### src/rtl/core/nngs_pkg.sv
package nngs_pkg;

	localparam int DEF_MAX_COLUMNS = 128;
	localparam int DEF_MAX_ROWS    = 64;
	localparam int DEF_FRAME_COUNT = 4;

	localparam int GLYPH_W = 21;
	localparam logic [GLYPH_W-1:0] SPACE_GLYPH = 21'h00020;

	localparam int CFG_DATA_W = 10;

	localparam logic [7:0] RST_SRC_WIDTH  = 8'd128;
	localparam logic [6:0] RST_SRC_HEIGHT = 7'd64;
	localparam logic [9:0] RST_DST_WIDTH  = 10'd128;
	localparam logic [8:0] RST_DST_HEIGHT = 9'd64;

	localparam int QUEUE_DEPTH = 2;
	localparam int QUEUE_PTR_W = (QUEUE_DEPTH > 1) ? $clog2(QUEUE_DEPTH) : 1;
	localparam int QUEUE_CNT_W = $clog2(QUEUE_DEPTH + 1);

	localparam int DIV_NUM_W = 18;
	localparam int DIV_DEN_W = 10;
	localparam int DIV_ITER  = DIV_NUM_W / 2;
	localparam int DIV_CNT_W = $clog2(DIV_ITER + 1);

	typedef enum logic [1:0] {
		REG_SRC_WIDTH  = 2'd0,
		REG_SRC_HEIGHT = 2'd1,
		REG_DST_WIDTH  = 2'd2,
		REG_DST_HEIGHT = 2'd3
	} cfg_reg_t;

	typedef enum logic {
		OP_WRITE = 1'b0,
		OP_READ  = 1'b1
	} op_t;

	typedef struct packed {
		op_t          op;
		logic [1:0]   frame_sel;
		logic [8:0]   column;
		logic [7:0]   row;
		logic [20:0]  glyph_in;
	} in_beat_t;

	typedef struct packed {
		logic [20:0]  glyph_out;
		logic         out_of_range;
	} out_beat_t;

	typedef struct packed {
		logic [7:0]   src_width;
		logic [6:0]   src_height;
		logic [9:0]   dst_width;
		logic [8:0]   dst_height;
	} cfg_t;

	typedef enum logic [1:0] {
		CMD_WRITE = 2'd0,
		CMD_FLAG  = 2'd1,
		CMD_READ  = 2'd2
	} cmd_kind_t;

	typedef struct packed {
		cmd_kind_t    kind;
		logic [1:0]   frame_sel;
		logic [8:0]   column;
		logic [7:0]   row;
		logic [20:0]  glyph;
		logic [16:0]  num_x;
		logic [14:0]  num_y;
	} cmd_t;

	typedef struct packed {
		logic         start;
		logic [16:0]  num_x;
		logic [9:0]   den_x;
		logic [14:0]  num_y;
		logic [8:0]   den_y;
	} div_req_t;

	typedef struct packed {
		logic                 done;
		logic [DIV_NUM_W-1:0] quo_x;
		logic [DIV_NUM_W-1:0] quo_y;
	} div_rsp_t;

	typedef enum logic [1:0] {
		ST_CLEAR  = 2'd0,
		ST_IDLE   = 2'd1,
		ST_DIVIDE = 2'd2,
		ST_FETCH  = 2'd3
	} back_state_t;

endpackage

### src/rtl/core/nngs_fifo.sv
module nngs_fifo (
	input  logic          clk,
	input  logic          arst_n,
	input  logic          push,
	input  nngs_pkg::cmd_t push_cmd,
	output logic          full,
	input  logic          pop,
	output logic          head_valid,
	output nngs_pkg::cmd_t head
);
	import nngs_pkg::*;

	cmd_t                   entry_q [QUEUE_DEPTH];
	logic [QUEUE_PTR_W-1:0] wr_ptr_q;
	logic [QUEUE_PTR_W-1:0] rd_ptr_q;
	logic [QUEUE_CNT_W-1:0] cnt_q;
	logic                   do_push;
	logic                   do_pop;

	assign full       = (cnt_q == QUEUE_CNT_W'(QUEUE_DEPTH));
	assign head_valid = (cnt_q != '0);
	assign head       = entry_q[rd_ptr_q];
	assign do_push    = push && !full;
	assign do_pop     = pop && head_valid;

	always_ff @(posedge clk) begin
		if (do_push) begin
			entry_q[wr_ptr_q] <= push_cmd;
		end
	end

	always_ff @(posedge clk or negedge arst_n) begin
		if (!arst_n) begin
			wr_ptr_q <= '0;
			rd_ptr_q <= '0;
			cnt_q    <= '0;
		end else begin
			if (do_push) begin
				wr_ptr_q <= (wr_ptr_q == QUEUE_PTR_W'(QUEUE_DEPTH - 1)) ? '0 : wr_ptr_q + 1'b1;
			end
			if (do_pop) begin
				rd_ptr_q <= (rd_ptr_q == QUEUE_PTR_W'(QUEUE_DEPTH - 1)) ? '0 : rd_ptr_q + 1'b1;
			end
			if (do_push && !do_pop) begin
				cnt_q <= cnt_q + 1'b1;
			end else if (do_pop && !do_push) begin
				cnt_q <= cnt_q - 1'b1;
			end
		end
	end

endmodule

### config.mk
export PLATFORM = sky130hd
export DESIGN_NAME = nngs_fifo
export DESIGN_NICKNAME = d
export VERILOG_FILES = /design/src/rtl/core/nngs_pkg.sv /design/src/rtl/core/nngs_fifo.sv
export SDC_FILE = /design/constraint.sdc
export NUM_CORES = 1
export LEC_CHECK = 0
export ABC_AREA = 1
export BUFFER_PORTS_ARGS = -buffer_cell sky130_fd_sc_hd__buf_2
export CORE_MARGIN = 2
export CORE_UTILIZATION = 37
export DETAILED_ROUTE_END_ITERATION = 6
export PLACE_DENSITY = 0.64
export SLEW_MARGIN = 5
export SYNTH_ARGS = -nofsm -noshare
export SYNTH_HDL_FRONTEND = slang
export SYNTH_SLANG_ARGS = --single-unit
### constraint.sdc
create_clock -name clk -period 4.65 [get_ports clk]
set_clock_uncertainty 0.1 [all_clocks]
set_input_delay 0.2325 -clock clk [delete_from_list [all_inputs] [get_ports clk]]
set_output_delay 0.2325 -clock clk [all_outputs]
set_load 0.02 [all_outputs]
Word level (Yosys, flattened, before mapping)
Memories as Yosys holds them, arrays and structs flattened.
Cells that the tools add are included.
Storage, ports and cells
  input bits: 78
  logic and storage cells: 24
  memories kept: 1
  output and inout bits: 76
  bits in writable memories: 148
  register bits after elaboration: 4
Memory list
  entry_q: words 2, bits a word 74, rd ports 1, clocked after Yosys merged registers in 0, wr ports 1, line nngs_fifo.sv:13  | cmd_t entry_q [QUEUE_DEPTH];
Cells by class
  multiplexer cells: 6
  add/sub/neg operators: 4
  reduce and logical (&&, ||, !) cells: 9
  equal/unequal tests: 1
Operator list (count)
  1-bit logical AND: 4
  1-bit two-way mux: 4
  2-bit two-way mux: 2
  2-bit nonzero test: 2
  1-bit logical NOT: 3
  1-bit adder, second input constant: 2
  2-bit by 1-bit adder with 2-bit output, second input constant: 1
  2-bit equality test, second input constant: 1
  2-bit by 1-bit subtractor with 2-bit output, second input constant: 1

Longest topological paths before layout
  word-level depth: 7
  depth in mapped cells: 9
  mapped depth without buffers: 9

Least setup slack after synthesis
OpenSTA, ideal clock, no wires.
  path kind: flip-flop to flip-flop
  start: register cnt_q[1]
  end: memory entry_q[1][0] (netlist name), enable pin
  setup slack: 0.397 ns
  path buffers: 0
  stages on the path, launching flop included: 4
  data arrival time: 3.647 ns
  data required time: 4.043 ns
  period minus slack after synthesis: 4.253 ns
  setup time: 0.507 ns
  cell sequence: dfrtp_1 -> inv_1 -> o21ai_0 -> nor2_1
Between the ends
  longest elaborated chain between the ends: 5
Ends and longest elaborated chain
  start, declared: line nngs_fifo.sv:16  | logic [QUEUE_CNT_W-1:0] cnt_q;
  start signal, assigned: line nngs_fifo.sv:45  | cnt_q <= cnt_q + 1'b1;
  start signal, assigned: line nngs_fifo.sv:47  | cnt_q <= cnt_q - 1'b1;
  2-bit equality test: line nngs_fifo.sv:20  | assign full = (cnt_q == QUEUE_CNT_W'(QUEUE_DEPTH));
  1-bit logical NOT: line nngs_fifo.sv:23  | assign do_push = push && !full;
  1-bit logical AND: line nngs_fifo.sv:23
  1-bit two-way mux: line nngs_fifo.sv:27  | if (do_push) begin
  1-bit two-way mux (not written as such): line nngs_fifo.sv:28  | entry_q[wr_ptr_q] <= push_cmd;
  end, declared: line nngs_fifo.sv:13
No other way between the ends.

==> flow_summary.ini <==
[finish]
design_area_sq_um = 7890
final_cell_count_no_fill = 851
syn_to_final_growth_pct = 41.0
fin_util_pct = 53.9
nNetsFinal = 733
seqCellArea_sq_um = 4550
diodes = 0
fillerInstances = 1225
drive_above_1_share_pct = 28.3
multi_input_area_sq_um = 936

[place]
dp_hpwl_um = 6740
placed_cell_area_sq_um = 6540
dp_slack_ns = 2.26
port_buffers = 153
placed_cells_incl_taps = 743
place_congestion = 0.704

[synth]
synthArstFlopShare_pct = 2.63
yosys_warnings = 0
ys_seq_area_share_pct = 81.2
yosysUniqueCellTypes = 14
syn_inst = 418
yosysMostFrequentCell = nand2_1
ys_seq_elements = 152
synth_top_area_share_pct = 79.4
synth_area_sq_um = 5590
synth.area.top_cells = edfxtp_1 79%, nand2_1 16%, dfrtp_1 1.8%
avgSynthCellArea_sq_um = 13.4
synth_nets = 497
yosys.area.top_type = edfxtp_1
ys.flop_type = edfxtp_1
synth_edf_count = 148
synth_common_cells = 233 x nand2_1, 148 x edfxtp_1, 10 x buf_2, 7 x inv_1, 5 x buf_4

[worst_setup_path]
reg2reg_slack_ns = 2.30
critPathLaunch = rd_ptr_q
r2r-start = cnt_q[1]
cp_max_fo = 76
reg2reg_to = entry_q[0][64]
worst-setup-path-type = register to primary output
crit_required_ns = 4.32
cp-end-kind = primary output
rr_worst_depth = 6
cp_data_arrival_time_ns = 2.32
cp-start-kind = register

[drt]
wirelength_um = 11600
drcViolationCount = 0
viasPerCell = 4.47
drt_pass1_iterations = 4
dr.first_iter.drc_count = 216
antenna_left = 0
via_count = 3808
wl_per_cell_um = 13.6

[power_and_ir_drop]
vdd_drop_max_uv = 298
p_leak_nw = 3.39
finalPower_mw = 4.98
power_per_cell_area_nw_per_um2 = 631

[floorplan]
rows = 44
die_w_um = 127
core_area_sq_um = 14600
initial_core_util_pct = 38.2
io_pins = 154
die-area_sq_um = 16100
die_h_um = 127

[cts]
cts_buffers = 17
cts_tree = built
clk_latency_ns = 0.40
clock-root-buffer = clkbuf_16
clkSinkCount = 152
h-tree-depth = 4
cts_resized = 0
clkSlewWorstSetupHoldPaths_ns = 0.06
cts_max_path_buffers = 2

[sta]
setup_viol = 0
hold_viol = 0
hold_ws_ns = 0.0674
timing.final.ws_setup_ns = 1.99
max_slew_margin_pct = 31.9
maxSlewViolCount = 0
finalCriticalPeriod_ns = 2.66
max_freq_mhz = 377
finalCritPeriodShare_pct = 57.1
tns_ns = 0
grt_setup_unrepaired = false
worstMarginPinSlew_ns = 1.02

[status]
status = finished clean

[min_path]
holdCritPathClass = primary input to asynchronous set/reset pin

[grt]
first_global_vias = 3768
antenna_found_initial = 0
grt_usage_pct = 14.8
grt_pass1_wl_um = 18300
grt.overflow.total = 0
grt_max_degree = 77

[job]
drv_cap = 0
cells by family after synthesis:
family	after synthesis	share of synthesized area (%)
simple gates	239	16.1
flops	152	81.2
buf+inv	24	2.17
compound gates	1	0.0894
xor+xnor	1	0.157
fa+ha+maj	1	0.224
where the power goes:
| group | switching [mW] | total, mW | internal, mW |
|---|---|---|---|
| Sequential | 0.0702 | 1.94 | 1.87 |
| Clock | 0.510 | 1.34 | 0.835 |
| Combinational | 1.20 | 1.69 | 0.486 |
| Total | 1.78 | 4.98 | 3.20 |
worst max-delay path by stage:
stage,endpoint,slack (ns),depth (start not counted)
finish,head[17],1.99,6
global route,head[6],1.70,6
CTS,head[17],1.91,6
detailed placement,entry_q[0][53],2.26,6
global placement,entry_q[0][56],2.35,6
floorplan,entry_q[1][0],0.40,3
layer usage:
layer | global-route usage (%) | routed length, um
met4 | 5.88 | 122
met5 | 0 | 0
met2 | 24.9 | 5830
met1 | 17.8 | 4950
met3 | 4.56 | 691
sequential cells by signal (all words and copies together), names as in the netlist:
signal	flops
entry_q	148
rd_ptr_q	1
cnt_q	2
wr_ptr_q	1
layout make-up:
| type | instances | area share, % |
|---|---|---|
| inverters | 8 | 0.397 |
| flip-flops and latches | 152 | 57.6 |
| clock inverters | 14 | 2.00 |
| repair buffers | 233 | 19.7 |
| multi-input cells | 242 | 11.9 |
| well taps | 184 | 2.92 |
| clock buffers | 18 | 5.44 |
what timing repair did:
item	4_1_cts	5_1_grt
setup buffers	0	0
hold buffers	76	0
hold endpoints to repair	153	0
worst max-delay path, stage by stage (launching register included):
cell	delay [ns]
dfrtp_2	0.38
buf_4	0.36
inv_2	0.11
buf_4	0.62
nand2_1	0.13
nand2_1	0.10
buf_2	0.17
layout by cell type, fill, tap and decap left out, types with 3 or more instances in the layout:
master / instances
buf_2: 153
clkinvlp_4: 5
dfrtp_1: 3
bufinv_16: 3
clkinv_1: 3
clkinv_2: 3
dlygate4sd3_1: 76
nand2_1: 233
inv_1: 6
clkbuf_16: 17
edfxtp_1: 148
buf_4: 4
Power figures use the tool's default switching activity.
