==> config.mk <==
export PLATFORM = sky130hd
export DESIGN_NAME = nngs_front
export DESIGN_NICKNAME = d
export VERILOG_FILES = /design/src/rtl/core/nngs_pkg.sv /design/src/rtl/core/nngs_front.sv
export SDC_FILE = /design/constraint.sdc
export NUM_CORES = 1
export LEC_CHECK = 0
export BUFFER_PORTS_ARGS = -buffer_cell sky130_fd_sc_hd__buf_2
export CELL_PAD_IN_SITES_DETAIL_PLACEMENT = 1
export CELL_PAD_IN_SITES_GLOBAL_PLACEMENT = 1
export CORE_MARGIN = 3
export CORE_UTILIZATION = 45
export CTS_CLUSTER_SIZE = 30
export DETAILED_ROUTE_END_ITERATION = 8
export GPL_TIMING_DRIVEN = 0
export PLACE_DENSITY = 0.95
export SLEW_MARGIN = 20
export SYNTH_ARGS = -nofsm -noshare
export SYNTH_HDL_FRONTEND = slang
export SYNTH_SLANG_ARGS = --single-unit
==> constraint.sdc <==
create_clock -name clk -period 7.2 [get_ports clk]
set_input_delay 0.72 -clock clk [delete_from_list [all_inputs] [get_ports clk]]
set_output_delay 0.72 -clock clk [all_outputs]
set_load 0.05 [all_outputs]
==> src/rtl/core/nngs_pkg.sv <==
package nngs_pkg;

	localparam int DEF_MAX_COLUMNS = 128;
	localparam int DEF_MAX_ROWS    = 64;
	localparam int DEF_FRAME_COUNT = 4;

	localparam int GLYPH_W = 21;
	localparam logic [GLYPH_W-1:0] SPACE_GLYPH = 21'h00020;

	localparam int CFG_DATA_W = 10;

	localparam logic [7:0] RST_SRC_WIDTH  = 8'd128;
	localparam logic [6:0] RST_SRC_HEIGHT = 7'd64;
	localparam logic [9:0] RST_DST_WIDTH  = 10'd128;
	localparam logic [8:0] RST_DST_HEIGHT = 9'd64;

	localparam int QUEUE_DEPTH = 2;
	localparam int QUEUE_PTR_W = (QUEUE_DEPTH > 1) ? $clog2(QUEUE_DEPTH) : 1;
	localparam int QUEUE_CNT_W = $clog2(QUEUE_DEPTH + 1);

	localparam int DIV_NUM_W = 18;
	localparam int DIV_DEN_W = 10;
	localparam int DIV_ITER  = DIV_NUM_W / 2;
	localparam int DIV_CNT_W = $clog2(DIV_ITER + 1);

	typedef enum logic [1:0] {
		REG_SRC_WIDTH  = 2'd0,
		REG_SRC_HEIGHT = 2'd1,
		REG_DST_WIDTH  = 2'd2,
		REG_DST_HEIGHT = 2'd3
	} cfg_reg_t;

	typedef enum logic {
		OP_WRITE = 1'b0,
		OP_READ  = 1'b1
	} op_t;

	typedef struct packed {
		op_t          op;
		logic [1:0]   frame_sel;
		logic [8:0]   column;
		logic [7:0]   row;
		logic [20:0]  glyph_in;
	} in_beat_t;

	typedef struct packed {
		logic [20:0]  glyph_out;
		logic         out_of_range;
	} out_beat_t;

	typedef struct packed {
		logic [7:0]   src_width;
		logic [6:0]   src_height;
		logic [9:0]   dst_width;
		logic [8:0]   dst_height;
	} cfg_t;

	typedef enum logic [1:0] {
		CMD_WRITE = 2'd0,
		CMD_FLAG  = 2'd1,
		CMD_READ  = 2'd2
	} cmd_kind_t;

	typedef struct packed {
		cmd_kind_t    kind;
		logic [1:0]   frame_sel;
		logic [8:0]   column;
		logic [7:0]   row;
		logic [20:0]  glyph;
		logic [16:0]  num_x;
		logic [14:0]  num_y;
	} cmd_t;

	typedef struct packed {
		logic         start;
		logic [16:0]  num_x;
		logic [9:0]   den_x;
		logic [14:0]  num_y;
		logic [8:0]   den_y;
	} div_req_t;

	typedef struct packed {
		logic                 done;
		logic [DIV_NUM_W-1:0] quo_x;
		logic [DIV_NUM_W-1:0] quo_y;
	} div_rsp_t;

	typedef enum logic [1:0] {
		ST_CLEAR  = 2'd0,
		ST_IDLE   = 2'd1,
		ST_DIVIDE = 2'd2,
		ST_FETCH  = 2'd3
	} back_state_t;

endpackage

==> src/rtl/core/nngs_front.sv <==
module nngs_front #(
	parameter int MAX_COLUMNS = nngs_pkg::DEF_MAX_COLUMNS,
	parameter int MAX_ROWS    = nngs_pkg::DEF_MAX_ROWS,
	parameter int FRAME_COUNT = nngs_pkg::DEF_FRAME_COUNT
) (
	input  logic                            clk,
	input  logic                            arst_n,
	input  logic                            cfg_we,
	input  nngs_pkg::cfg_reg_t              cfg_index,
	input  logic [nngs_pkg::CFG_DATA_W-1:0] cfg_data,
	input  logic                            in_valid,
	output logic                            in_stall,
	input  nngs_pkg::in_beat_t              in_beat,
	input  logic                            clearing,
	input  logic                            q_full,
	output logic                            push,
	output nngs_pkg::cmd_t                  push_cmd,
	output nngs_pkg::cfg_t                  cfg
);
	import nngs_pkg::*;

	cfg_t cfg_q;
	logic wr_ok;
	logic rd_flag;

	always_ff @(posedge clk or negedge arst_n) begin
		if (!arst_n) begin
			cfg_q.src_width  <= RST_SRC_WIDTH;
			cfg_q.src_height <= RST_SRC_HEIGHT;
			cfg_q.dst_width  <= RST_DST_WIDTH;
			cfg_q.dst_height <= RST_DST_HEIGHT;
		end else if (cfg_we) begin
			unique case (cfg_index)
				REG_SRC_WIDTH:  cfg_q.src_width  <= 8'(cfg_data);
				REG_SRC_HEIGHT: cfg_q.src_height <= 7'(cfg_data);
				REG_DST_WIDTH:  cfg_q.dst_width  <= 10'(cfg_data);
				REG_DST_HEIGHT: cfg_q.dst_height <= 9'(cfg_data);
			endcase
		end
	end

	assign cfg = cfg_q;

	always_comb begin
		wr_ok = (32'(in_beat.frame_sel) < FRAME_COUNT) &&
			(in_beat.column < {1'b0, cfg_q.src_width}) &&
			(32'(in_beat.column) < MAX_COLUMNS) &&
			(in_beat.row < {1'b0, cfg_q.src_height}) &&
			(32'(in_beat.row) < MAX_ROWS);
		rd_flag = (32'(in_beat.frame_sel) >= FRAME_COUNT) ||
			({1'b0, in_beat.column} >= cfg_q.dst_width) ||
			({1'b0, in_beat.row} >= cfg_q.dst_height);
	end

	assign in_stall = clearing || q_full;

	always_comb begin
		push_cmd.frame_sel = in_beat.frame_sel;
		push_cmd.column    = in_beat.column;
		push_cmd.row       = in_beat.row;
		push_cmd.glyph     = in_beat.glyph_in;
		push_cmd.num_x     = 17'(in_beat.column) * 17'(cfg_q.src_width);
		push_cmd.num_y     = 15'(in_beat.row) * 15'(cfg_q.src_height);
		push_cmd.kind      = CMD_WRITE;
		push               = 1'b0;
		if (in_valid && !in_stall) begin
			unique case (in_beat.op)
				OP_WRITE: begin
					push = wr_ok;
				end
				OP_READ: begin
					push          = 1'b1;
					push_cmd.kind = rd_flag ? CMD_FLAG : CMD_READ;
				end
			endcase
		end
	end

endmodule

Yosys cells after proc, flatten, opt, wreduce, memory -nomap -nowiden
Index checks and enable logic that the tools add are counted.
{"block": "op_classes", "n_mul": 2, "n_lt_le_gt_ge": 6, "n_eq_ne": 3, "n_mux": 5, "bitwise": 1, "n_reduce_logical": 12}
{"cell": "multiplier 9 x 8 -> 17 bit", "count": 1}
{"cell": "multiplier 8 x 7 -> 15 bit", "count": 1}
{"cell": "greater-or-equal comparator 9 x 10 -> 1 bit", "count": 1}
{"cell": "greater-or-equal comparator 8 x 9 -> 1 bit", "count": 1}
{"cell": "less-than comparator 9 x 8 -> 1 bit", "count": 1}
{"cell": "less-than comparator 9 x 8 -> 1 bit, second input constant", "count": 1}
{"cell": "less-than comparator 8 x 7 -> 1 bit", "count": 1}
{"cell": "less-than comparator 8 x 7 -> 1 bit, second input constant", "count": 1}
{"cell": "AND reduction 2 bit", "count": 4}
{"cell": "two-way mux 2 bit", "count": 3}
{"cell": "equality test 2 bit, second input constant", "count": 2}
{"cell": "logical AND 1 bit", "count": 4}
{"cell": "equality test 2 x 1 -> 1 bit, second input constant", "count": 1}
{"cell": "logical NOT 2 bit", "count": 1}
{"cell": "logical OR 1 bit", "count": 2}
{"cell": "one-hot mux 1 bit (2 select lines)", "count": 1}
{"cell": "logical NOT 1 bit", "count": 1}
{"cell": "two-way mux 1 bit", "count": 1}
{"cell": "NOT 1 bit", "count": 1}
{"block": "totals", "register_bits": 34, "inputBits": 59, "output_inout_bits": 110, "wordCells": 33}

Logic depth before layout (Yosys ltp)
{"block": "logic_depth", "depth_word": 6, "depth_mapped": 17, "mapped_depth_nobuf": 16}

Least setup slack after synthesis
OpenSTA, ideal clock, no wires.
{"block": "synth_timing", "kind": "input to output", "from": "input port in_beat[24] (netlist name)", "to": "output port push_cmd[14] (netlist name)", "arrival_ps": 6790, "required_ps": 6480, "path_slack_ps": -310, "cell_stages": 15, "path_buffers": 0, "path_cell_list": "ha_1 -> fa_1 -> inv_1 -> fa_1 -> inv_1 -> fa_1 -> inv_1 -> fa_1 -> inv_1 -> ha_1 -> or4_1 -> a211oi_2 -> nor2_1 -> mux2i_1 -> a2111oi_0"}
{"element": "start, declared", "line": "nngs_front.sv:13", "text": "input nngs_pkg::in_beat_t in_beat,"}
{"element": "end, declared", "line": "nngs_front.sv:17", "text": "output nngs_pkg::cmd_t push_cmd,"}

==> metrics.md <==
| Metric | Value |
|---|---|
| Row cnt | `43` |
| Synth Area in Adders | `42.4%` |
| Syn nets | `between 900 and 1,000` |
| Synth cell types | `57` |
| Crit Path Max Fanout | `10` |
| Post-DP HPWL | `about 17 mm` |
| Antenna cells | `0` |
| Hold_buf cts | `0` |
| Nets | `1,132` |
| Status | `completed` |
| Clk slew on worst S/H paths | `about 0.060 ns` |
| Placer Congestion | `between 0.8 and 0.9` |
| Critical-path cell list | `buf_2 -> ha_1 -> fa_1 -> inv_1 -> fa_1 -> inv_1 -> fa_1 -> inv_1 -> fa_1 -> inv_1 -> ha_1 -> or4_1 -> a211oi_2 -> nor2_1 -> mux2i_1 -> a2111oi_1 -> buf_2` |
| Cells after Synth | `approximately 740` |
| Fraction of registers with async set/reset | `100%` |
| CP bufs+invs | `6` |
| Top-count cell post-synth | `inv_1` |
| Via count of the first global-routing pass | `between 6,000 and 7,000` |
| CP required | `6.48 ns` |
| Grt ovf | `0` |
| Sequential area share after synthesis | `around 13%` |
| Worst path arrival time | `roughly 5.5 ns` |
| Largest family of logic cells by synthesized area | `adder cells` |
| Die W | `128 um` |
| Count of flip-flops with a built-in enable after synthesis | `0` |
| Max Clk Rate | `~160 MHz` |
| Worst setup EP type | `primary output` |
| Slew Limit Fails | `0` |
| #FFs+latches synth | `34` |
| Number of fill cells | `between 1,500 and 2,000` |
| Post-Synth Simple-Gate Area | `around 17%` |
| Antenna violations before repair | `0` |
| GR Util All Layers | `about a quarter` |
| Initial drt markers | `approximately 250` |
| Startpoint Class | `primary input` |
| I/O pin total | `roughly 170` |
| Largest register FFs | `34` |
| Final worst path period share | `86.7%` |
| Post-synthesis compound-gate area fraction | `9.05%` |
| IO Port Bufs | `145` |
| Initial Util | `between 40% and 50%` |
| Warnings from Yosys | `0` |
| Core area | `14,200 um^2` |
| Clock buffer depth | `2` |
| Routed Antenna Nets | `0` |
| Post-Syn Area | `roughly 6700 um^2` |
| Worst-path cell with the longest stage delay | `or4_1` |
| Tmin final | `about 6.2 ns` |
| Post_cts resized | `0` |
| DR WL/cell | `~19 um` |
| Skew final | `0 ns` |
| Worst Tran Pin Value | `between 0.9 and 1 ns` |
| Largest net degree at the start of global routing | `35` |
| Worst stage delay on the critical path | `between 0.5 and 0.6 ns` |
| Endpoints failing setup | `0` |
| TritonCTS clock tree | `done` |
| Syn avg cell area | `9.08 um^2` |
| First-pass GRT wire length | `approximately 33 mm` |
| Dominant cell type by area after synthesis | `fa_1` |
| Synthesis-to-finish area growth | `17.1%` |
| CP delay by family, top | `adder cells` |
| Final Hold Viols | `0` |
| DRC violations left | `0` |
| Root Driver | `clkbuf_16` |
| # clock sinks | `34` |
| Routed wire length | `approximately 20 mm` |
| Largest cells by area after synthesis | `fa_1, ha_1, dfrtp_1` |
| Clock Latency Late Sink | `0.28 ns` |
| Ratio of cells with drive above 1 in the final layout | `roughly a quarter` |
| CTS buffer count | `5` |
| RSZ-0062 raised after global routing | `no` |
| Via count | `5,788` |
| Post-CTS Setup Repair Bufs | `0` |
| Setup_tns | `0 ns` |
| Yosys top cell area share | `roughly a fifth` |
| Mux share of post-synthesis cell area | `between 4 and 5%` |
| Synth Flop Type | `dfrtp_1` |
| Die Span Y | `roughly 130 um` |
| DR pass1 iterations | `4` |
| H-tree Lvls | `2` |
| Die ar. | `approximately 16,000 um^2` |
| Vias/cell | `between 5 and 6` |
| Synth top cells by count | `inv_1, ha_1, and2_1` |
| XOR/XNOR share of the synthesized area | `approximately 2.4%` |
| Max cap viols | `0` |
| Worst min path class | `primary input to async pin` |
| CP Class | `primary input to primary output` |
| Slew margin rel. | `a little over a third` |
==> worst register-to-register path: stages (launching register included) <==
cell and delay [ns]:
dfrtp_1 0.42, clkbuf_1 0.25, mux2_2 0.33
==> through the flow <==
stage	hold WS, ns	instances	util, %	worst slack [ns]	cell area, um^2
2_1_floorplan	0.424	737	-	0.350	6690
3_3_place_gp	0.512	1062	53.8	1.06	7640
3_5_place_dp	0.513	1062	53.8	0.942	7640
4_1_cts	0.530	1070	55.2	0.932	7840
5_1_grt	0.549	1070	55.2	0.747	7840
6_report	0.519	1070	55.2	0.956	7840
==> routing by layer <==
| metal | up-vias | GRT usage [%] | share of wire (%) |
|---|---|---|---|
| li1 | 2663 | - | - |
| met1 | 2878 | 30.5 | 40 |
| met2 | 195 | 45.5 | 51 |
| met3 | 52 | 3.25 | 5.9 |
| met4 | 0 | 8.24 | 3.2 |
| met5 | - | 0 | 0 |
==> cell families after synthesis <==
family	Yosys count
xor gates and xnor gates	18
adders and majority gates	184
buffers and inverters	171
DFF	34
and+or+nand+nor	212
AOI/OAI and AO/OA	89
muxes	29
==> path summary, 6_finish.rpt <==
path	startpoint	depth (start not counted)	end	slack, ns
max in group asynchronous	arst_n	1	cfg[24]$_DFFE_PN0P_	6.19
hold / removal	arst_n	1	cfg[12]$_DFFE_PN0P_	0.52
setup reg to reg	cfg[26]$_DFFE_PN0P_	2	cfg[26]$_DFFE_PN0P_	6.09
hold reg to reg	cfg[2]$_DFFE_PN0P_	1	cfg[2]$_DFFE_PN0P_	0.53
min in group clk	cfg[2]$_DFFE_PN0P_	1	cfg[2]$_DFFE_PN0P_	0.53
setup / recovery	in_beat[24]	17	push_cmd[14]	0.96
==> layout by cell type (no fill, tap or decap), drive strengths merged, types with 7 or more instances in the layout <==
master and count:
a211oi 10, a21o 9, a21oi 18, and2 84, buf 188, clkbuf 9, dfrtp 30, fa 71
ha 113, inv 124, mux2 28, nand2 52, nand3 7, nor2 33, o21ai 22, xnor2 10
xor2 8
==> final cells by class <==
class | count | area [um^2] | share of cell area, %
clock inverter | 3 | 68.8 | 0.878
timing repair buffer | 145 | 726 | 9.26
tap | 180 | 225 | 2.87
sequential | 34 | 856 | 10.9
clock buffer | 5 | 125 | 1.60
buffer | 47 | 329 | 4.20
multi-input combinational | 532 | 5040 | 64.3
inverter | 124 | 465 | 5.94
Power is not shown: default switching activity piles up to over one toggle a cycle in this logic, so the estimate is an artifact.
