[src/rtl/core/nngs_pkg.sv]
package nngs_pkg;

	localparam int DEF_MAX_COLUMNS = 128;
	localparam int DEF_MAX_ROWS    = 64;
	localparam int DEF_FRAME_COUNT = 4;

	localparam int GLYPH_W = 21;
	localparam logic [GLYPH_W-1:0] SPACE_GLYPH = 21'h00020;

	localparam int CFG_DATA_W = 10;

	localparam logic [7:0] RST_SRC_WIDTH  = 8'd128;
	localparam logic [6:0] RST_SRC_HEIGHT = 7'd64;
	localparam logic [9:0] RST_DST_WIDTH  = 10'd128;
	localparam logic [8:0] RST_DST_HEIGHT = 9'd64;

	localparam int QUEUE_DEPTH = 2;
	localparam int QUEUE_PTR_W = (QUEUE_DEPTH > 1) ? $clog2(QUEUE_DEPTH) : 1;
	localparam int QUEUE_CNT_W = $clog2(QUEUE_DEPTH + 1);

	localparam int DIV_NUM_W = 18;
	localparam int DIV_DEN_W = 10;
	localparam int DIV_ITER  = DIV_NUM_W / 2;
	localparam int DIV_CNT_W = $clog2(DIV_ITER + 1);

	typedef enum logic [1:0] {
		REG_SRC_WIDTH  = 2'd0,
		REG_SRC_HEIGHT = 2'd1,
		REG_DST_WIDTH  = 2'd2,
		REG_DST_HEIGHT = 2'd3
	} cfg_reg_t;

	typedef enum logic {
		OP_WRITE = 1'b0,
		OP_READ  = 1'b1
	} op_t;

	typedef struct packed {
		op_t          op;
		logic [1:0]   frame_sel;
		logic [8:0]   column;
		logic [7:0]   row;
		logic [20:0]  glyph_in;
	} in_beat_t;

	typedef struct packed {
		logic [20:0]  glyph_out;
		logic         out_of_range;
	} out_beat_t;

	typedef struct packed {
		logic [7:0]   src_width;
		logic [6:0]   src_height;
		logic [9:0]   dst_width;
		logic [8:0]   dst_height;
	} cfg_t;

	typedef enum logic [1:0] {
		CMD_WRITE = 2'd0,
		CMD_FLAG  = 2'd1,
		CMD_READ  = 2'd2
	} cmd_kind_t;

	typedef struct packed {
		cmd_kind_t    kind;
		logic [1:0]   frame_sel;
		logic [8:0]   column;
		logic [7:0]   row;
		logic [20:0]  glyph;
		logic [16:0]  num_x;
		logic [14:0]  num_y;
	} cmd_t;

	typedef struct packed {
		logic         start;
		logic [16:0]  num_x;
		logic [9:0]   den_x;
		logic [14:0]  num_y;
		logic [8:0]   den_y;
	} div_req_t;

	typedef struct packed {
		logic                 done;
		logic [DIV_NUM_W-1:0] quo_x;
		logic [DIV_NUM_W-1:0] quo_y;
	} div_rsp_t;

	typedef enum logic [1:0] {
		ST_CLEAR  = 2'd0,
		ST_IDLE   = 2'd1,
		ST_DIVIDE = 2'd2,
		ST_FETCH  = 2'd3
	} back_state_t;

endpackage

[src/rtl/core/nngs_div.sv]
module nngs_div (
	input  logic              clk,
	input  logic              arst_n,
	input  nngs_pkg::div_req_t req,
	output nngs_pkg::div_rsp_t rsp
);
	import nngs_pkg::*;

	// Two restoring steps per cycle for each of the two quotients.
	function automatic logic [DIV_DEN_W:0] div_step(
		logic [DIV_DEN_W-1:0] rem,
		logic                 nb,
		logic [DIV_DEN_W-1:0] den
	);
		logic [DIV_DEN_W:0] p;
		logic [DIV_DEN_W:0] d;
		p = {rem, nb};
		d = {1'b0, den};
		if (p >= d) begin
			return {1'b1, DIV_DEN_W'(p - d)};
		end
		return {1'b0, p[DIV_DEN_W-1:0]};
	endfunction

	logic [DIV_NUM_W-1:0] nx_q, ny_q;
	logic [DIV_NUM_W-1:0] qx_q, qy_q;
	logic [DIV_DEN_W-1:0] rx_q, ry_q;
	logic [DIV_DEN_W-1:0] dx_q, dy_q;
	logic [DIV_CNT_W-1:0] cnt_q;
	logic                 busy_q;
	logic                 done_q;
	logic [DIV_DEN_W:0]   sx1, sx2, sy1, sy2;

	assign sx1 = div_step(rx_q, nx_q[DIV_NUM_W-1], dx_q);
	assign sx2 = div_step(sx1[DIV_DEN_W-1:0], nx_q[DIV_NUM_W-2], dx_q);
	assign sy1 = div_step(ry_q, ny_q[DIV_NUM_W-1], dy_q);
	assign sy2 = div_step(sy1[DIV_DEN_W-1:0], ny_q[DIV_NUM_W-2], dy_q);

	always_ff @(posedge clk) begin
		if (req.start) begin
			nx_q <= DIV_NUM_W'(req.num_x);
			ny_q <= DIV_NUM_W'(req.num_y);
			rx_q <= '0;
			ry_q <= '0;
			qx_q <= '0;
			qy_q <= '0;
			dx_q <= DIV_DEN_W'(req.den_x);
			dy_q <= DIV_DEN_W'(req.den_y);
		end else if (busy_q) begin
			nx_q <= {nx_q[DIV_NUM_W-3:0], 2'b00};
			ny_q <= {ny_q[DIV_NUM_W-3:0], 2'b00};
			rx_q <= sx2[DIV_DEN_W-1:0];
			ry_q <= sy2[DIV_DEN_W-1:0];
			qx_q <= {qx_q[DIV_NUM_W-3:0], sx1[DIV_DEN_W], sx2[DIV_DEN_W]};
			qy_q <= {qy_q[DIV_NUM_W-3:0], sy1[DIV_DEN_W], sy2[DIV_DEN_W]};
		end
	end

	always_ff @(posedge clk or negedge arst_n) begin
		if (!arst_n) begin
			busy_q <= 1'b0;
			cnt_q  <= '0;
			done_q <= 1'b0;
		end else begin
			done_q <= busy_q && (cnt_q == DIV_CNT_W'(1));
			if (req.start) begin
				busy_q <= 1'b1;
				cnt_q  <= DIV_CNT_W'(DIV_ITER);
			end else if (busy_q) begin
				cnt_q <= cnt_q - 1'b1;
				if (cnt_q == DIV_CNT_W'(1)) begin
					busy_q <= 1'b0;
				end
			end
		end
	end

	assign rsp.done  = done_q;
	assign rsp.quo_x = qx_q;
	assign rsp.quo_y = qy_q;

endmodule

[config.mk]
export PLATFORM = sky130hd
export DESIGN_NAME = nngs_div
export DESIGN_NICKNAME = d
export VERILOG_FILES = /design/src/rtl/core/nngs_pkg.sv /design/src/rtl/core/nngs_div.sv
export SDC_FILE = /design/constraint.sdc
export NUM_CORES = 1
export LEC_CHECK = 0
export BUFFER_PORTS_ARGS = -buffer_cell sky130_fd_sc_hd__buf_2
export CORE_UTILIZATION = 62
export DETAILED_ROUTE_END_ITERATION = 10
export MAX_ROUTING_LAYER = met4
export PLACE_DENSITY_LB_ADDON = 0.2
export SYNTH_ARGS = -nofsm -noshare
export SYNTH_HDL_FRONTEND = slang
export SYNTH_SLANG_ARGS = --single-unit
[constraint.sdc]
create_clock -name clk -period 12.7 [get_ports clk]
set_input_delay 0.635 -clock clk [delete_from_list [all_inputs] [get_ports clk]]
set_output_delay 0.635 -clock clk [all_outputs]
set_load 0.005 [all_outputs]
# --- Word-level counts from Yosys, hierarchy flattened ---
# Index checks and enable logic that the tools add are counted.
totals:
  reg_bits: 117
  latch_bits: 0
  ram_bits: 0
  rom_bits: 0
  input_bits: 54
  elab_cells: 46
  mem_count: 0
classes:
  n_addsub: 5
  n_mul: 0
  div_mod_pow: 0
  n_lt_le_gt_ge: 4
  n_eq_ne: 1
  shifts: 0
  n_mux: 21
  bitwise_logic: 0
  n_reduce_logical: 2
ops:
  columns: ["cell", "n"]
  rows:
  - ["$mux 11", 8]
  - ["$mux 17", 2]
  - ["$mux 15", 2]
  - ["$ge 11x10->1", 2]
  - ["$ge 11x9->1", 2]
  - ["$sub 10x10->10", 2]
  - ["$sub 10x9->10", 2]
  - ["$mux 4", 2]
  - ["$mux 1", 7]
  - ["$eq 4x1->1 const B", 1]
  - ["$sub 4x1->4 const B", 1]
  - ["$reduce_bool 2->1", 1]
  - ["$logic_and 1x1->1", 1]

# --- Logic depth before layout (Yosys ltp) ---
depth:
  ltp_word: 6
  mapped_depth: 19
  depth_no_buf: 17

# --- Least setup slack after synthesis ---
# No wires, ideal clock.
synth_path:
  kind: "register to register"
  from: "register dx_q[1]"
  to: "register rx_q[8]"
  arrival_time_ps: 4163
  t_required_ps: 12614
  setup_slack_ps: 8452
  path_stages_with_launch: 18
  cell_sequence: "edfxtp_1 -> inv_1 -> ha_1 -> nor2b_4 -> o31a_1 -> o311a_1 -> nor2_2 -> mux2_2 -> ha_1 -> or2_2 -> a21oi_1 -> a31oi_1 -> o221a_2 -> a311o_1 -> buf_6 -> buf_6 -> mux2i_1 -> a211oi_1"
synth_via:
  elab_chain_cells: 6
  word_cells_on_any_way: 10
synth_lines:
  columns: ["element", "line", "source"]
  rows:
  - ["start: declaration", "nngs_div.sv:28", "logic [DIV_DEN_W-1:0] dx_q, dy_q;"]
  - ["start signal: assignment", "nngs_div.sv:47", "dx_q <= DIV_DEN_W'(req.den_x);"]
  - ["$sub 10x10->10 or $ge 11x10->1 (tied branches)", "nngs_div.sv:20, nngs_div.sv:19", null]
  - ["$mux 11 or $mux 1 (tied branches)", "nngs_div.sv:19", "if (p >= d) begin"]
  - ["$mux 11", "nngs_div.sv:22", "return {1'b0, p[DIV_DEN_W-1:0]};"]
  - ["$sub 10x10->10 or $ge 11x10->1 (tied branches)", "nngs_div.sv:20, nngs_div.sv:19", null]
  - ["$mux 11 or $mux 1 (tied branches)", "nngs_div.sv:19", null]
  - ["$mux 11 (*)", "nngs_div.sv:22", null]
  - ["end signal: assignment", "nngs_div.sv:52", "rx_q <= sx2[DIV_DEN_W-1:0];"]
  - ["end: declaration", "nngs_div.sv:27", "logic [DIV_DEN_W-1:0] rx_q, ry_q;"]
# Mark *: on every way between the ends. The rest lies on a longest branch, timed or not. The select of a mux whose other input is x is not followed.
# A chain may end at the register's enable or synchronous reset.

# --- Worst setup path in the final report ---
layout_path:
  from: "register dx_q[1]"
  to: "register rx_q[6]"
# The elaborated chain is that of the path after synthesis.

==> qor.tcl <==
set qor(dominantRegCellSynth) {dfxtp_1}
set qor(grt_first_pass_wirelength_mm) 24.2
set qor(timing.rr.start) {dx_q[1]}
set qor(antennaDiodeCount) 0
set qor(vias_per_cell) 5.95
set qor(area_delta_synth_final_pct) 16.1
set qor(clock_tree_from_tritoncts) {done}
set qor(starting_density_of_the_core) 0.641
set qor(synth_compound_area_frac) 0.134
set qor(overflow) 0
set qor(ys_seq_area_frac) 0.436
set qor(pwr_density_cell_nw_per_um2) 268
set qor(synth.lib_cells_used.distinct) 63
set qor(hp-class) {in -> reg}
set qor(clk_slew_on_worst_s_h_paths_ns) 0.06
set qor(gp_routability_congestion) 0.928
set qor(max_slew_margin) 0.306
set qor(grt_antenna_before_repair) 0
set qor(die_width_um) 105
set qor(syn_area_per_cell_sq_um) 10.4
set qor(crit_path_cell_trace) {inv_1 > ha_1 > nor2b_4 > o31a_1 > o311a_1 > nor2_2 > mux2_2 > inv_1 > ha_1 > nor2b_1 > o2111ai_1 > a31oi_1 > o221a_2 > a311o_1 > and2_1 > a211oi_1}
set qor(fin_crit_sh) 0.387
set qor(totalNegativeSetupSlack_ns) 0
set qor(netlist_instances) 635
set qor(regArea_sq_um) 2890
set qor(cts.root.buffer_cell) {clkbuf_8}
set qor(place_hpwl_mm) 10.0
set qor(drv_slew) 0
set qor(timing.setup.critical_path_class) {reg -> reg}
set qor(dp_slack_ns) 7.90
set qor(timing.critical_path.to_type) {flop}
set qor(depth_of_the_most_critical_reg_to_reg_path) 16
set qor(synthesized_area_sq_um) 6620
set qor(outcome) {completed}
set qor(synthesis.yosys.warnings) 0
set qor(drtAntennaViolNets) 0
set qor(row_count) 37
set qor(synth_fa_ha_area_frac) 0.0878
set qor(cpMaxStageDelayCell) {a311o_1}
set qor(regToRegEndpoint) {rx_q[6]}
set qor(detail_route.wirelength_mm) 14.5
set qor(p_leak_uw) 0.00365
set qor(fp.dieArea_sq_um) 11100
set qor(synth_mux_area_frac) 0.142
set qor(cts_inserted_buffers) 17
set qor(final_net_count) 821
set qor(worst_ep_arrival_time_ns) 5.33
set qor(final_layout_size_suffix_gt1_frac) 0.243
set qor(number_of_synthesized_register_bits) 117
set qor(setup_viol) 0
set qor(max_cap_viol_count) 0
set qor(first_global_vias) 5334
set qor(crit_path_max_incr_delay_ns) 0.58
set qor(startpoint) {dx_q[1]}
set qor(clock_insertion_delay_worst_skew_ns) 0.53
set qor(nFillCells) 692
set qor(dr.pass1.iters) 5
set qor(maxClockFrequency_mhz) 204
set qor(clock-skew-final_ns) 0.00770
set qor(fin_crit_ns) 4.91
set qor(destination_of_the_critical_timing_path) {rx_q[6]}
set qor(wire_per_inst_um) 16.6
set qor(finalHoldViolCount) 0
set qor(top_level_pins) 91
set qor(worst-r2r-setup-slack_ns) 7.79
set qor(postSynthNetCount) 733
set qor(post_cts.resized_instances) 0
set qor(die-height_um) 105
set qor(vias) 5187
set qor(synth-edff-count) 51
set qor(grt_util_all_layers) 0.288
set qor(dominant_combinational_cell_family_by_area_after_synthesis) {multiplexers}
set qor(post-cts-setup-buffer-count) 0
set qor(grt_max_degree) 89
set qor(crit_path_max_fanout) 15
set qor(placement.io_buffers) 90
set qor(cts_sinks) 117
set qor(req_time_crit_path_ns) 13.12
set qor(power.ir.vdd_worst_mv) 0.173
set qor(post-route-worst-setup-slack_ns) 7.79
set qor(startpoint_type) {flop}
set qor(unrepaired_setup_endpoints_after_global_routing) {no}
set qor(detail_route.drc_violations) 0
set qor(area_share_of_xor_xnor_cells_in_the_synthesized_design) 0.0305
set qor(clock_path_buffers) 2
set qor(drt_iter0_markers) 322
set qor(cts-htree-levels) 4
set qor(place_inst) 839
set qor(post_synth_and_or_nand_nor_area_fraction) 0.130
set qor(synth-async-reset-ratio) 0.0513
set qor(timing_worst_slew_pin_value_ns) 1.04
set qor(footprint_of_the_multi_input_gates_sq_um) 3470
set qor(layoutNonFillerInstCount) 872
set qor(coreArea_sq_um) 10300
metal layers:
metal	vias to the layer above	share of wire	track usage
li1	2524	-	-
met3	44	0.051	0.0773
met2	176	0.51	0.480
met5	-	0	-
met4	0	0.026	0.152
met1	2443	0.41	0.314
metrics by stage:
| stage | util | power [uW] | instance area [sq um] | hold WS (ns) |
|---|---|---|---|---|
| 2_1_floorplan | - | 1400 | 6620 | 0.339 |
| 3_3_place_gp | 0.693 | 1560 | 7150 | 0.461 |
| 3_5_place_dp | 0.693 | 1620 | 7150 | 0.468 |
| 4_1_cts | 0.744 | 2050 | 7680 | 0.263 |
| 5_1_grt | 0.744 | 2200 | 7680 | 0.250 |
| 6_report | 0.744 | 2060 | 7680 | 0.276 |
what timing repair did:
| action | 4_1_cts | 5_1_grt |
|---|---|---|
| endpoints found under the setup margin | 0 | 0 |
| hold endpoints to repair | 6 | 0 |
| hold buffers | 1 | 0 |
logic make-up (layout without fill, tap and decap cells):
logic type      after synthesis  count (layout)
simple gates                178             178
compound gates              120             120
flops                       117             117
mux                          89              89
buf+inv                      64             165
fa+ha+maj                    44              44
xor+xnor                     23              23
cells in the mapped netlist (all sizes together), types with 15 or more instances:
cell type / count / share of area
mux2: 41 / 0.070
inv: 39 / 0.022
mux2i: 48 / 0.073
a211oi: 23 / 0.026
ha: 40 / 0.076
a21oi: 15 / 0.011
nor2: 85 / 0.049
dfxtp: 60 / 0.18
nor3: 18 / 0.014
edfxtp: 51 / 0.23
nand2: 17 / 0.0096
power by group:
group | switching (uW) | internal [uW] | total [uW]
clock network | 170 | 246 | 416
logic | 610 | 498 | 1110
registers | 52.9 | 484 | 537
total | 833 | 1230 | 2060
worst max-delay path, delay by kind of cell, from the launching register on:
kind            cells  cell delay, ns
buf+inv             2            0.25
compound gates      7            2.21
simple gates        4            0.99
flops               1            0.43
mux                 1            0.42
fa+ha+maj           2            0.50
worst min path at each step:
stage	startpoint	to	slack, ns	depth (start not counted)
CTS	req[6]	dy_q[6]	0.26	1
finish	req[7]	dy_q[7]	0.28	1
global route	req[7]	dy_q[7]	0.25	1
floorplan	arst_n	busy_q	0.34	0
global placement	arst_n	cnt_q[0]	0.46	1
detailed placement	arst_n	cnt_q[0]	0.47	1
cell type report:
cell class,instances,area share
clock buffers,20,0.0572
clock inverters,12,0.0103
inverters,39,0.0191
multi-input cells,454,0.452
flip-flops and latches,117,0.376
well taps,136,0.0222
repair buffers,94,0.0632
state kept, by name (all words and copies together) (netlist names), 4 cells and up:
signal  flops
cnt_q       4
dx_q       10
dy_q        9
nx_q       18
ny_q       18
qx_q       18
qy_q       18
rx_q       10
ry_q       10
cells in the final DEF, fill, tap and decap left out, types with 3 or more instances in the layout:
cell type	n
a2111oi_0	3
clkbuf_16	16
edfxtp_1	51
clkinv_4	3
o2111ai_1	3
nand4_1	6
nand3_1	8
mux2i_1	48
xnor2_1	14
inv_4	3
nor2_1	84
or2_2	5
xor2_1	9
buf_4	4
inv_1	39
buf_2	89
nand2b_1	6
a21oi_1	15
dfrtp_1	5
nand2_1	17
mux2_2	41
and3_1	3
nor2b_1	6
a21o_1	9
a211oi_1	23
o21ai_0	14
dfxtp_1	60
nor4_1	3
o311a_1	4
nand3b_1	3
nor3_1	18
o21a_1	9
a31oi_1	5
and2_1	7
a211o_1	6
fa_1	4
clkinv_2	5
o31ai_1	6
ha_1	40
Note: power is estimated with default switching activity, not from simulation.
